[src/rtl/rgbpb_pkg.sv]
// shared types and constants of the rgb pixel blend unit
`timescale 1ns / 1ps

package rgbpb_pkg;

  // channel and arithmetic widths
  localparam int unsigned CH_W    = 8;
  localparam int unsigned PROD_W  = 2 * CH_W;
  localparam int unsigned NUM_W   = PROD_W + 2;
  localparam int unsigned QUO_W   = CH_W + 1;
  localparam int unsigned MODE_W  = 2;
  localparam int unsigned LANES   = 3;
  localparam int unsigned SUM_W   = CH_W + 2;

  // arithmetic constants
  localparam logic [CH_W-1:0]  CH_MAX     = 8'd255;
  localparam logic [NUM_W-1:0] RND_BIAS   = 18'd127;
  localparam logic [SUM_W-1:0] DARK_LIMIT = 10'd382;

  // blend mode codes
  localparam logic [MODE_W-1:0] MODE_MUL = 2'd0;
  localparam logic [MODE_W-1:0] MODE_SUB = 2'd1;
  localparam logic [MODE_W-1:0] MODE_SCR = 2'd2;
  localparam logic [MODE_W-1:0] MODE_OVL = 2'd3;

  // input word: top and bottom pixel
  typedef struct packed {
    logic [CH_W-1:0] top_blue;
    logic [CH_W-1:0] top_green;
    logic [CH_W-1:0] top_red;
    logic [CH_W-1:0] bottom_blue;
    logic [CH_W-1:0] bottom_green;
    logic [CH_W-1:0] bottom_red;
  } in_word_t;

  // result word: blended pixel
  typedef struct packed {
    logic [CH_W-1:0] out_blue;
    logic [CH_W-1:0] out_green;
    logic [CH_W-1:0] out_red;
  } out_word_t;

  // per-lane operation control
  typedef struct packed {
    logic sub;   // take the clipped difference
    logic inv;   // work on complements and invert the quotient
    logic dbl;   // double the product before rounding
  } lane_ctrl_t;

endpackage

[src/rtl/rgb_pixel_blend_unit.sv]
// top level: mode register, dark test, three channel lanes, result merge
//
//   channel | ports                          | handshake
//   --------+--------------------------------+--------------------------------
//   input   | start, busy, in_pixel          | taken when start and not busy
//   result  | out_valid, out_pixel           | one-cycle strobe, no stall
//   config  | cfg_we, cfg_wdata              | blend mode written when cfg_we
//
// one pixel per clock; busy is never raised
// the result passes through the lane pipeline registers: product, quotient
// estimate, correction and clamp
// rst_n is synchronous and clears the valid pipeline and the blend mode
// the receiver cannot stall, a result is shown for exactly one cycle
`timescale 1ns / 1ps

module rgb_pixel_blend_unit (
  input  logic                          clk,
  input  logic                          rst_n,
  input  logic                          start,
  output logic                          busy,
  input  rgbpb_pkg::in_word_t           in_pixel,
  output logic                          out_valid,
  output rgbpb_pkg::out_word_t          out_pixel,
  input  logic                          cfg_we,
  input  logic [rgbpb_pkg::MODE_W-1:0]  cfg_wdata
);

  logic [rgbpb_pkg::MODE_W-1:0]  blend_mode_r;
  logic [rgbpb_pkg::MODE_W-1:0]  blend_mode_nxt;
  logic [2:0]                    vld_r;
  logic [2:0]                    vld_nxt;
  logic                          accept;
  logic [rgbpb_pkg::SUM_W-1:0]   bot_sum;
  logic                          dark;
  rgbpb_pkg::lane_ctrl_t         ctrl;
  logic [rgbpb_pkg::CH_W-1:0]    t_ch   [rgbpb_pkg::LANES];
  logic [rgbpb_pkg::CH_W-1:0]    b_ch   [rgbpb_pkg::LANES];
  logic [rgbpb_pkg::CH_W-1:0]    res_ch [rgbpb_pkg::LANES];

  assign busy   = 1'b0;
  assign accept = start & ~busy;

  // shared dark test on the bottom pixel, then mode decode
  always_comb begin
    bot_sum  = {2'b00, in_pixel.bottom_blue} + {2'b00, in_pixel.bottom_green}
             + {2'b00, in_pixel.bottom_red};
    dark     = (bot_sum <= rgbpb_pkg::DARK_LIMIT);
    ctrl.sub = (blend_mode_r == rgbpb_pkg::MODE_SUB);
    ctrl.inv = (blend_mode_r == rgbpb_pkg::MODE_SCR)
             | ((blend_mode_r == rgbpb_pkg::MODE_OVL) & ~dark);
    ctrl.dbl = (blend_mode_r == rgbpb_pkg::MODE_OVL);
  end

  // channel split
  assign t_ch[0] = in_pixel.top_blue;
  assign t_ch[1] = in_pixel.top_green;
  assign t_ch[2] = in_pixel.top_red;
  assign b_ch[0] = in_pixel.bottom_blue;
  assign b_ch[1] = in_pixel.bottom_green;
  assign b_ch[2] = in_pixel.bottom_red;

  // one lane per channel
  for (genvar i = 0; i < rgbpb_pkg::LANES; i++) begin : g_lane
    rgbpb_lane u_lane (
      .clk    (clk),
      .t_i    (t_ch[i]),
      .b_i    (b_ch[i]),
      .ctrl_i (ctrl),
      .res_o  (res_ch[i])
    );
  end

  // mode register and valid pipeline
  always_comb begin
    blend_mode_nxt = cfg_we ? cfg_wdata : blend_mode_r;
    vld_nxt        = {vld_r[1:0], accept};
  end

  always_ff @(posedge clk) begin
    if (!rst_n) begin
      blend_mode_r <= rgbpb_pkg::MODE_MUL;
      vld_r        <= '0;
    end else begin
      blend_mode_r <= blend_mode_nxt;
      vld_r        <= vld_nxt;
    end
  end

  // merge lane results into the result word
  assign out_valid          = vld_r[2];
  assign out_pixel.out_blue  = res_ch[0];
  assign out_pixel.out_green = res_ch[1];
  assign out_pixel.out_red   = res_ch[2];

  // every result strobe traces back to an earlier taken input word
  a_out_from_start: assert property (@(posedge clk) disable iff (!rst_n)
    out_valid |-> $past(accept, 3))
    else $error("result strobe without a matching input word");

  // every word taken out of reset gives a result strobe
  a_start_to_out: assert property (@(posedge clk) disable iff (!rst_n)
    ($past(accept, 3) && $past(rst_n, 3) && $past(rst_n, 2) && $past(rst_n, 1))
      |-> out_valid)
    else $error("input word lost in the pipeline");

  // multiply by a black top channel gives black
  a_mul_zero: assert property (@(posedge clk) disable iff (!rst_n)
    (out_valid && $past(blend_mode_r == rgbpb_pkg::MODE_MUL, 3)
      && $past(in_pixel.top_red == 8'd0, 3) && $past(cfg_we, 2) == 1'b0
      && $past(cfg_we, 1) == 1'b0)
      |-> (out_pixel.out_red == 8'd0))
    else $error("multiply of zero top channel is not zero");

  // screen with a white top channel gives white
  a_scr_white: assert property (@(posedge clk) disable iff (!rst_n)
    (out_valid && $past(blend_mode_r == rgbpb_pkg::MODE_SCR, 3)
      && $past(in_pixel.top_green == rgbpb_pkg::CH_MAX, 3))
      |-> (out_pixel.out_green == rgbpb_pkg::CH_MAX))
    else $error("screen of white top channel is not white");

endmodule

[src/rtl/rgbpb_lane.sv]
// one channel lane: product, divide by 255 with rounding, clamp or invert, or clipped difference
`timescale 1ns / 1ps

module rgbpb_lane (
  input  logic                         clk,
  input  logic [rgbpb_pkg::CH_W-1:0]   t_i,
  input  logic [rgbpb_pkg::CH_W-1:0]   b_i,
  input  rgbpb_pkg::lane_ctrl_t        ctrl_i,
  output logic [rgbpb_pkg::CH_W-1:0]   res_o
);

  logic [rgbpb_pkg::CH_W-1:0]    op_a;
  logic [rgbpb_pkg::CH_W-1:0]    op_c;
  logic [rgbpb_pkg::PROD_W-1:0]  prod;
  logic [rgbpb_pkg::NUM_W-1:0]   y1_nxt;
  logic [rgbpb_pkg::CH_W-1:0]    sub1_nxt;
  logic [rgbpb_pkg::NUM_W-1:0]   y1_r;
  logic [rgbpb_pkg::CH_W-1:0]    sub1_r;
  rgbpb_pkg::lane_ctrl_t         ctrl1_r;

  logic [rgbpb_pkg::NUM_W+8:0]   est_full;
  logic [rgbpb_pkg::QUO_W-1:0]   qe2_r;
  logic [rgbpb_pkg::NUM_W-1:0]   y2_r;
  logic [rgbpb_pkg::CH_W-1:0]    sub2_r;
  rgbpb_pkg::lane_ctrl_t         ctrl2_r;

  logic [rgbpb_pkg::QUO_W+7:0]   qx255;
  logic [rgbpb_pkg::NUM_W-1:0]   rem;
  logic [rgbpb_pkg::QUO_W-1:0]   q;
  logic [rgbpb_pkg::CH_W-1:0]    res_nxt;
  logic [rgbpb_pkg::CH_W-1:0]    res_r;

  // stage 1: operands, product, rounding bias, clipped difference
  always_comb begin
    op_a     = ctrl_i.inv ? ~t_i : t_i;
    op_c     = ctrl_i.inv ? ~b_i : b_i;
    prod     = op_a * op_c;
    y1_nxt   = (ctrl_i.dbl ? {1'b0, prod, 1'b0} : {2'b00, prod}) + rgbpb_pkg::RND_BIAS;
    sub1_nxt = (b_i > t_i) ? (b_i - t_i) : '0;
  end

  // stage 2: quotient estimate, y * 257 / 2^16 (never above the true quotient)
  assign est_full = {9'd0, y1_r} + {1'b0, y1_r, 8'd0};

  // stage 3: one correction step, then clamp, invert or pass the clipped difference
  always_comb begin
    qx255 = {qe2_r, 8'd0} - {8'd0, qe2_r};
    rem   = y2_r - {1'b0, qx255};
    q     = qe2_r + {8'd0, (rem >= 18'd255)};
    if (ctrl2_r.sub) begin
      res_nxt = sub2_r;
    end else if (ctrl2_r.inv) begin
      res_nxt = q[rgbpb_pkg::CH_W] ? '0 : ~q[rgbpb_pkg::CH_W-1:0];
    end else begin
      res_nxt = q[rgbpb_pkg::CH_W] ? rgbpb_pkg::CH_MAX : q[rgbpb_pkg::CH_W-1:0];
    end
  end

  // lane pipeline registers
  always_ff @(posedge clk) begin
    y1_r    <= y1_nxt;
    sub1_r  <= sub1_nxt;
    ctrl1_r <= ctrl_i;
    qe2_r   <= est_full[24:16];
    y2_r    <= y1_r;
    sub2_r  <= sub1_r;
    ctrl2_r <= ctrl1_r;
    res_r   <= res_nxt;
  end

  assign res_o = res_r;

endmodule
[config.mk]
export PLATFORM = sky130hd
export DESIGN_NAME = rgb_pixel_blend_unit
export DESIGN_NICKNAME = d
export VERILOG_FILES = /design/src/rtl/rgbpb_pkg.sv /design/src/rtl/rgb_pixel_blend_unit.sv /design/src/rtl/rgbpb_lane.sv
export SDC_FILE = /design/constraint.sdc
export NUM_CORES = 1
export LEC_CHECK = 0
export ABC_AREA = 1
export BUFFER_PORTS_ARGS = -buffer_cell sky130_fd_sc_hd__buf_2
export CORE_MARGIN = 4
export CORE_UTILIZATION = 45
export DETAILED_ROUTE_END_ITERATION = 6
export MAX_ROUTING_LAYER = met4
export PLACE_DENSITY = 0.61
export SYNTH_ARGS = -nofsm -noshare
export SYNTH_HDL_FRONTEND = slang
export SYNTH_SLANG_ARGS = --single-unit
[constraint.sdc]
create_clock -name clk -period 22 [get_ports clk]
set_input_delay 2.2 -clock clk [delete_from_list [all_inputs] [get_ports clk]]
set_output_delay 2.2 -clock clk [all_outputs]
set_load 0.05 [all_outputs]
==> flow_metrics.env <==
export IMPL_ant_nets=0
export IMPL_tns_ps=0
export IMPL_layout_drive_gt1_share_pct=7.045
export IMPL_netlist_instances=2608
export IMPL_cp_slowest_stage_delay_ps=800
export IMPL_min_path_cells=0
export IMPL_cts_buffers=24
export IMPL_worstMarginPinSlew_ps=1151
export IMPL_grt_pass1_vias=15898
export IMPL_ys_types=58
export IMPL_routabilityCongestion=0.8900
export IMPL_synth_edf_count=0
export IMPL_synthSimpleGateAreaFrac_pct=22.62
export IMPL_wl_microns=46580
export IMPL_synthesis_nets=3017
export IMPL_grt_usage_pct=20.12
export IMPL_synth_seq_cells=216
export IMPL_chipWidth_microns=218.1
export IMPL_yosysWarningCount=0
export IMPL_cts_hold_buffers_added=0
export IMPL_synth_compound_area_share_pct=7.771
export IMPL_synth_xor_area_share_pct=11.56
export IMPL_diodes=0
export IMPL_synthToLayoutAreaGrowth_pct=8.943
export IMPL_cts_resized=0
export IMPL_synth_fa_ha_area_share_pct=27.00
export IMPL_cts_sinks=216
export IMPL_htreeDepth=1
export IMPL_cts_setup_buffers=0
export IMPL_crit_family="adder cells"
export IMPL_slowest_stage="xor2_1"
export IMPL_drtIter0Drc=877
export IMPL_grt_pass1_wl_microns=77680
export IMPL_synth_top_family_by_area="adder cells"
export IMPL_violations="DRC"
export IMPL_die_area_sq_mm=0.04758
export IMPL_worstHoldPathType="flop to flop"
export IMPL_critPathKind="input pin to flop"
export IMPL_netlist_area_sq_mm=0.01987
export IMPL_outcome="finished, violations left"
export IMPL_wl_per_cell_microns=14.19
export IMPL_drv_slew=0
export IMPL_start_kind="input pin"
export IMPL_reg2reg_to="g_lane[2].u_lane.y1_r[16]"
export IMPL_hold_end="g_lane[2].u_lane.sub2_r[4]"
export IMPL_rows=76
export IMPL_path_depth=38
export IMPL_insertion_delay_ps=530
export IMPL_min_from="g_lane[2].u_lane.sub1_r[4]"
export IMPL_antenna_found_initial=4
export IMPL_setup_viol=0
export IMPL_viasPerCell=4.935
export IMPL_reg2regPathDepth=27
export IMPL_post_route_period_util_pct=44.11
export IMPL_port_buffers=78
export IMPL_critical_path_endpoint_type="flop"
export IMPL_fillers=4312
export IMPL_final_cells=3282
export IMPL_cts_buffer_depth=3
export IMPL_finalHoldViolCount=0
export IMPL_synth_flop_cell="dfxtp_1"
export IMPL_clk_pin_slew_ps=60
export IMPL_synth_mux_area_fraction_pct=0
export IMPL_max_freq_mhz=103.1
export IMPL_arrival_ps=10120
export IMPL_min_period_ps=9704
export IMPL_grt_max_degree=55
export IMPL_ff2ff_setup_slack_ps=15430
export IMPL_cts_root_buf="clkbuf_16"
export IMPL_io_pins=80
export IMPL_worstPathRequired_ps=22420
export IMPL_relSlewSlack_pct=23.30
export IMPL_worstPathMaxFanout=49
export IMPL_die_y_microns=218.1
export IMPL_placed_cells=3238
export IMPL_dr_pass1_iters=7
export IMPL_r2r_start="blend_mode_r[0]"
export IMPL_vias=16198
export IMPL_yosysSeqAreaShare_pct=21.76
export IMPL_final_nets=3088
export IMPL_skew_ps=16.97
export IMPL_rsz0062_at_grt="no"
export IMPL_cts_tree="done"
export IMPL_cp_num_buf_inv=6
export IMPL_initial_core_util_pct=45.82
export IMPL_grt_ovfl_total=0
export IMPL_coreArea_sq_mm=0.04336
export IMPL_hold_slack_ps=321.0
export IMPL_maxCapViolCount=0
export IMPL_cp_common_cell="nand2_1"
export IMPL_hpwl_microns=39710
export IMPL_route_detailed_drc=1
export IMPL_synth_async_sr_flop_share_pct=0
export IMPL_syn_avg_cell_area_sq_um=7.618
[logic make-up after synthesis]
logic type | Yosys count
and+or+nand+nor | 1057
adders and majority gates | 355
DFF | 216
other | 1
buffers and inverters | 472
AOI/OAI and AO/OA | 274
xor gates and xnor gates | 233
[metrics by stage]
stage	area [sq um]	util (%)	setup slack, ps
5_1_grt	21640	49.92	11620
2_1_floorplan	19870	-	13070
4_1_cts	21640	49.92	12260
3_5_place_dp	20800	47.97	11710
6_report	21640	49.92	12300
3_3_place_gp	20800	47.97	11840
[per-layer routing]
metal	part of all wire, %	track usage [%]	vias to the layer above	wire length, microns
met1	50	28.51	7419	23100
met5	0	-	-	0
met4	2.3	4.803	0	1081
met3	3.9	1.321	64	1801
met2	44	31.78	341	20600
li1	-	-	8374	-
[flip-flops by register name, summed over array words and instances, names as in the netlist]
register,count
g_lane.u_lane.y1_r,54
vld_r,3
g_lane.u_lane.ctrl1_r,2
g_lane.u_lane.sub2_r,24
g_lane.u_lane.sub1_r,24
g_lane.u_lane.res_o,24
g_lane.u_lane.y2_r,54
g_lane.u_lane.qe2_r,27
blend_mode_r,2
g_lane.u_lane.ctrl2_r,2
[cell type report]
type                       count  area (sq um)  share of cell area (%)
tap                          585         732.0                   3.382
sequential                   216          4325                   19.98
clock inverter                14         147.6                  0.6821
inverter                     438          1644                   7.596
clock buffer                  30         694.4                   3.208
timing repair buffer          79         397.9                   1.838
multi-input combinational   1920         13700                   63.31
[placed cells by master (no fill, tap or decap), drive strengths merged, types with 3 or more instances in the layout]
| cell | netlist | layout |
|---|---|---|
| nand3b | 19 | 19 |
| and2 | 5 | 5 |
| nor2 | 316 | 316 |
| o21bai | 12 | 12 |
| nor3 | 38 | 38 |
| buf | 18 | 79 |
| dfxtp | 216 | 216 |
| xor2 | 175 | 175 |
| o2111ai | 3 | 3 |
| a21oi | 110 | 110 |
| o21a | 5 | 5 |
| fa | 123 | 123 |
| and3 | 8 | 8 |
| a211oi | 4 | 4 |
| inv | 437 | 439 |
| nand4 | 36 | 36 |
| clkinv | 1 | 7 |
| a31oi | 5 | 5 |
| nor4 | 4 | 4 |
| nand3 | 112 | 112 |
| xnor2 | 58 | 58 |
| ha | 232 | 232 |
| nand2 | 497 | 497 |
| clkbuf | 16 | 30 |
| o211ai | 8 | 8 |
| nor3b | 8 | 8 |
| a21o | 6 | 6 |
| clkinvlp | 0 | 4 |
| or2 | 11 | 11 |
| a221oi | 3 | 3 |
| a31o | 4 | 4 |
| a21boi | 4 | 4 |
| o21ai | 101 | 101 |
[synthesized netlist by cell type (all sizes together), types with 2 or more instances]
library cell  count  share of area (%)
a21o              6               0.23
a211o             2              0.088
fa              123                 12
nand4            36                1.1
o211ai            8               0.30
ha              232                 15
o21ai           101                2.6
and2              5               0.16
a211oi            4               0.15
nor3b             8               0.30
or3               2              0.063
a21boi            4               0.15
nand2           497                9.6
xnor2            58                2.8
dfxtp           216                 22
clkbuf           16               0.30
nand3           112                2.8
o32ai             2              0.088
nand3b           19               0.78
o21a              5               0.19
a21oi           110                2.8
xor2            175                8.8
nor2            316                6.0
a31o              4               0.18
a221oi            3               0.13
o2111ai           3               0.13
nor3             38                1.0
inv             437                8.3
or2              11               0.36
o22ai             2              0.063
a31oi             5               0.16
nor4              4               0.13
and3              8               0.25
o31ai             2              0.076
o21bai           12               0.45
buf              18               0.69
[worst max path at each step]
stage / from / to / slack, ps
after global routing: in_pixel[1] / g_lane[1].u_lane.y1_r[16] / 11620
after detailed placement: in_pixel[1] / g_lane[2].u_lane.y1_r[16] / 11710
final: in_pixel[1] / g_lane[1].u_lane.y1_r[16] / 12300
after CTS: in_pixel[1] / g_lane[2].u_lane.y1_r[16] / 12260
after global placement: in_pixel[1] / g_lane[1].u_lane.y1_r[16] / 11840
after floorplan: in_pixel[1] / g_lane[2].u_lane.y1_r[16] / 13070
Power is not shown: default switching activity piles up to over one toggle a cycle in this logic, so the estimate is an artifact.
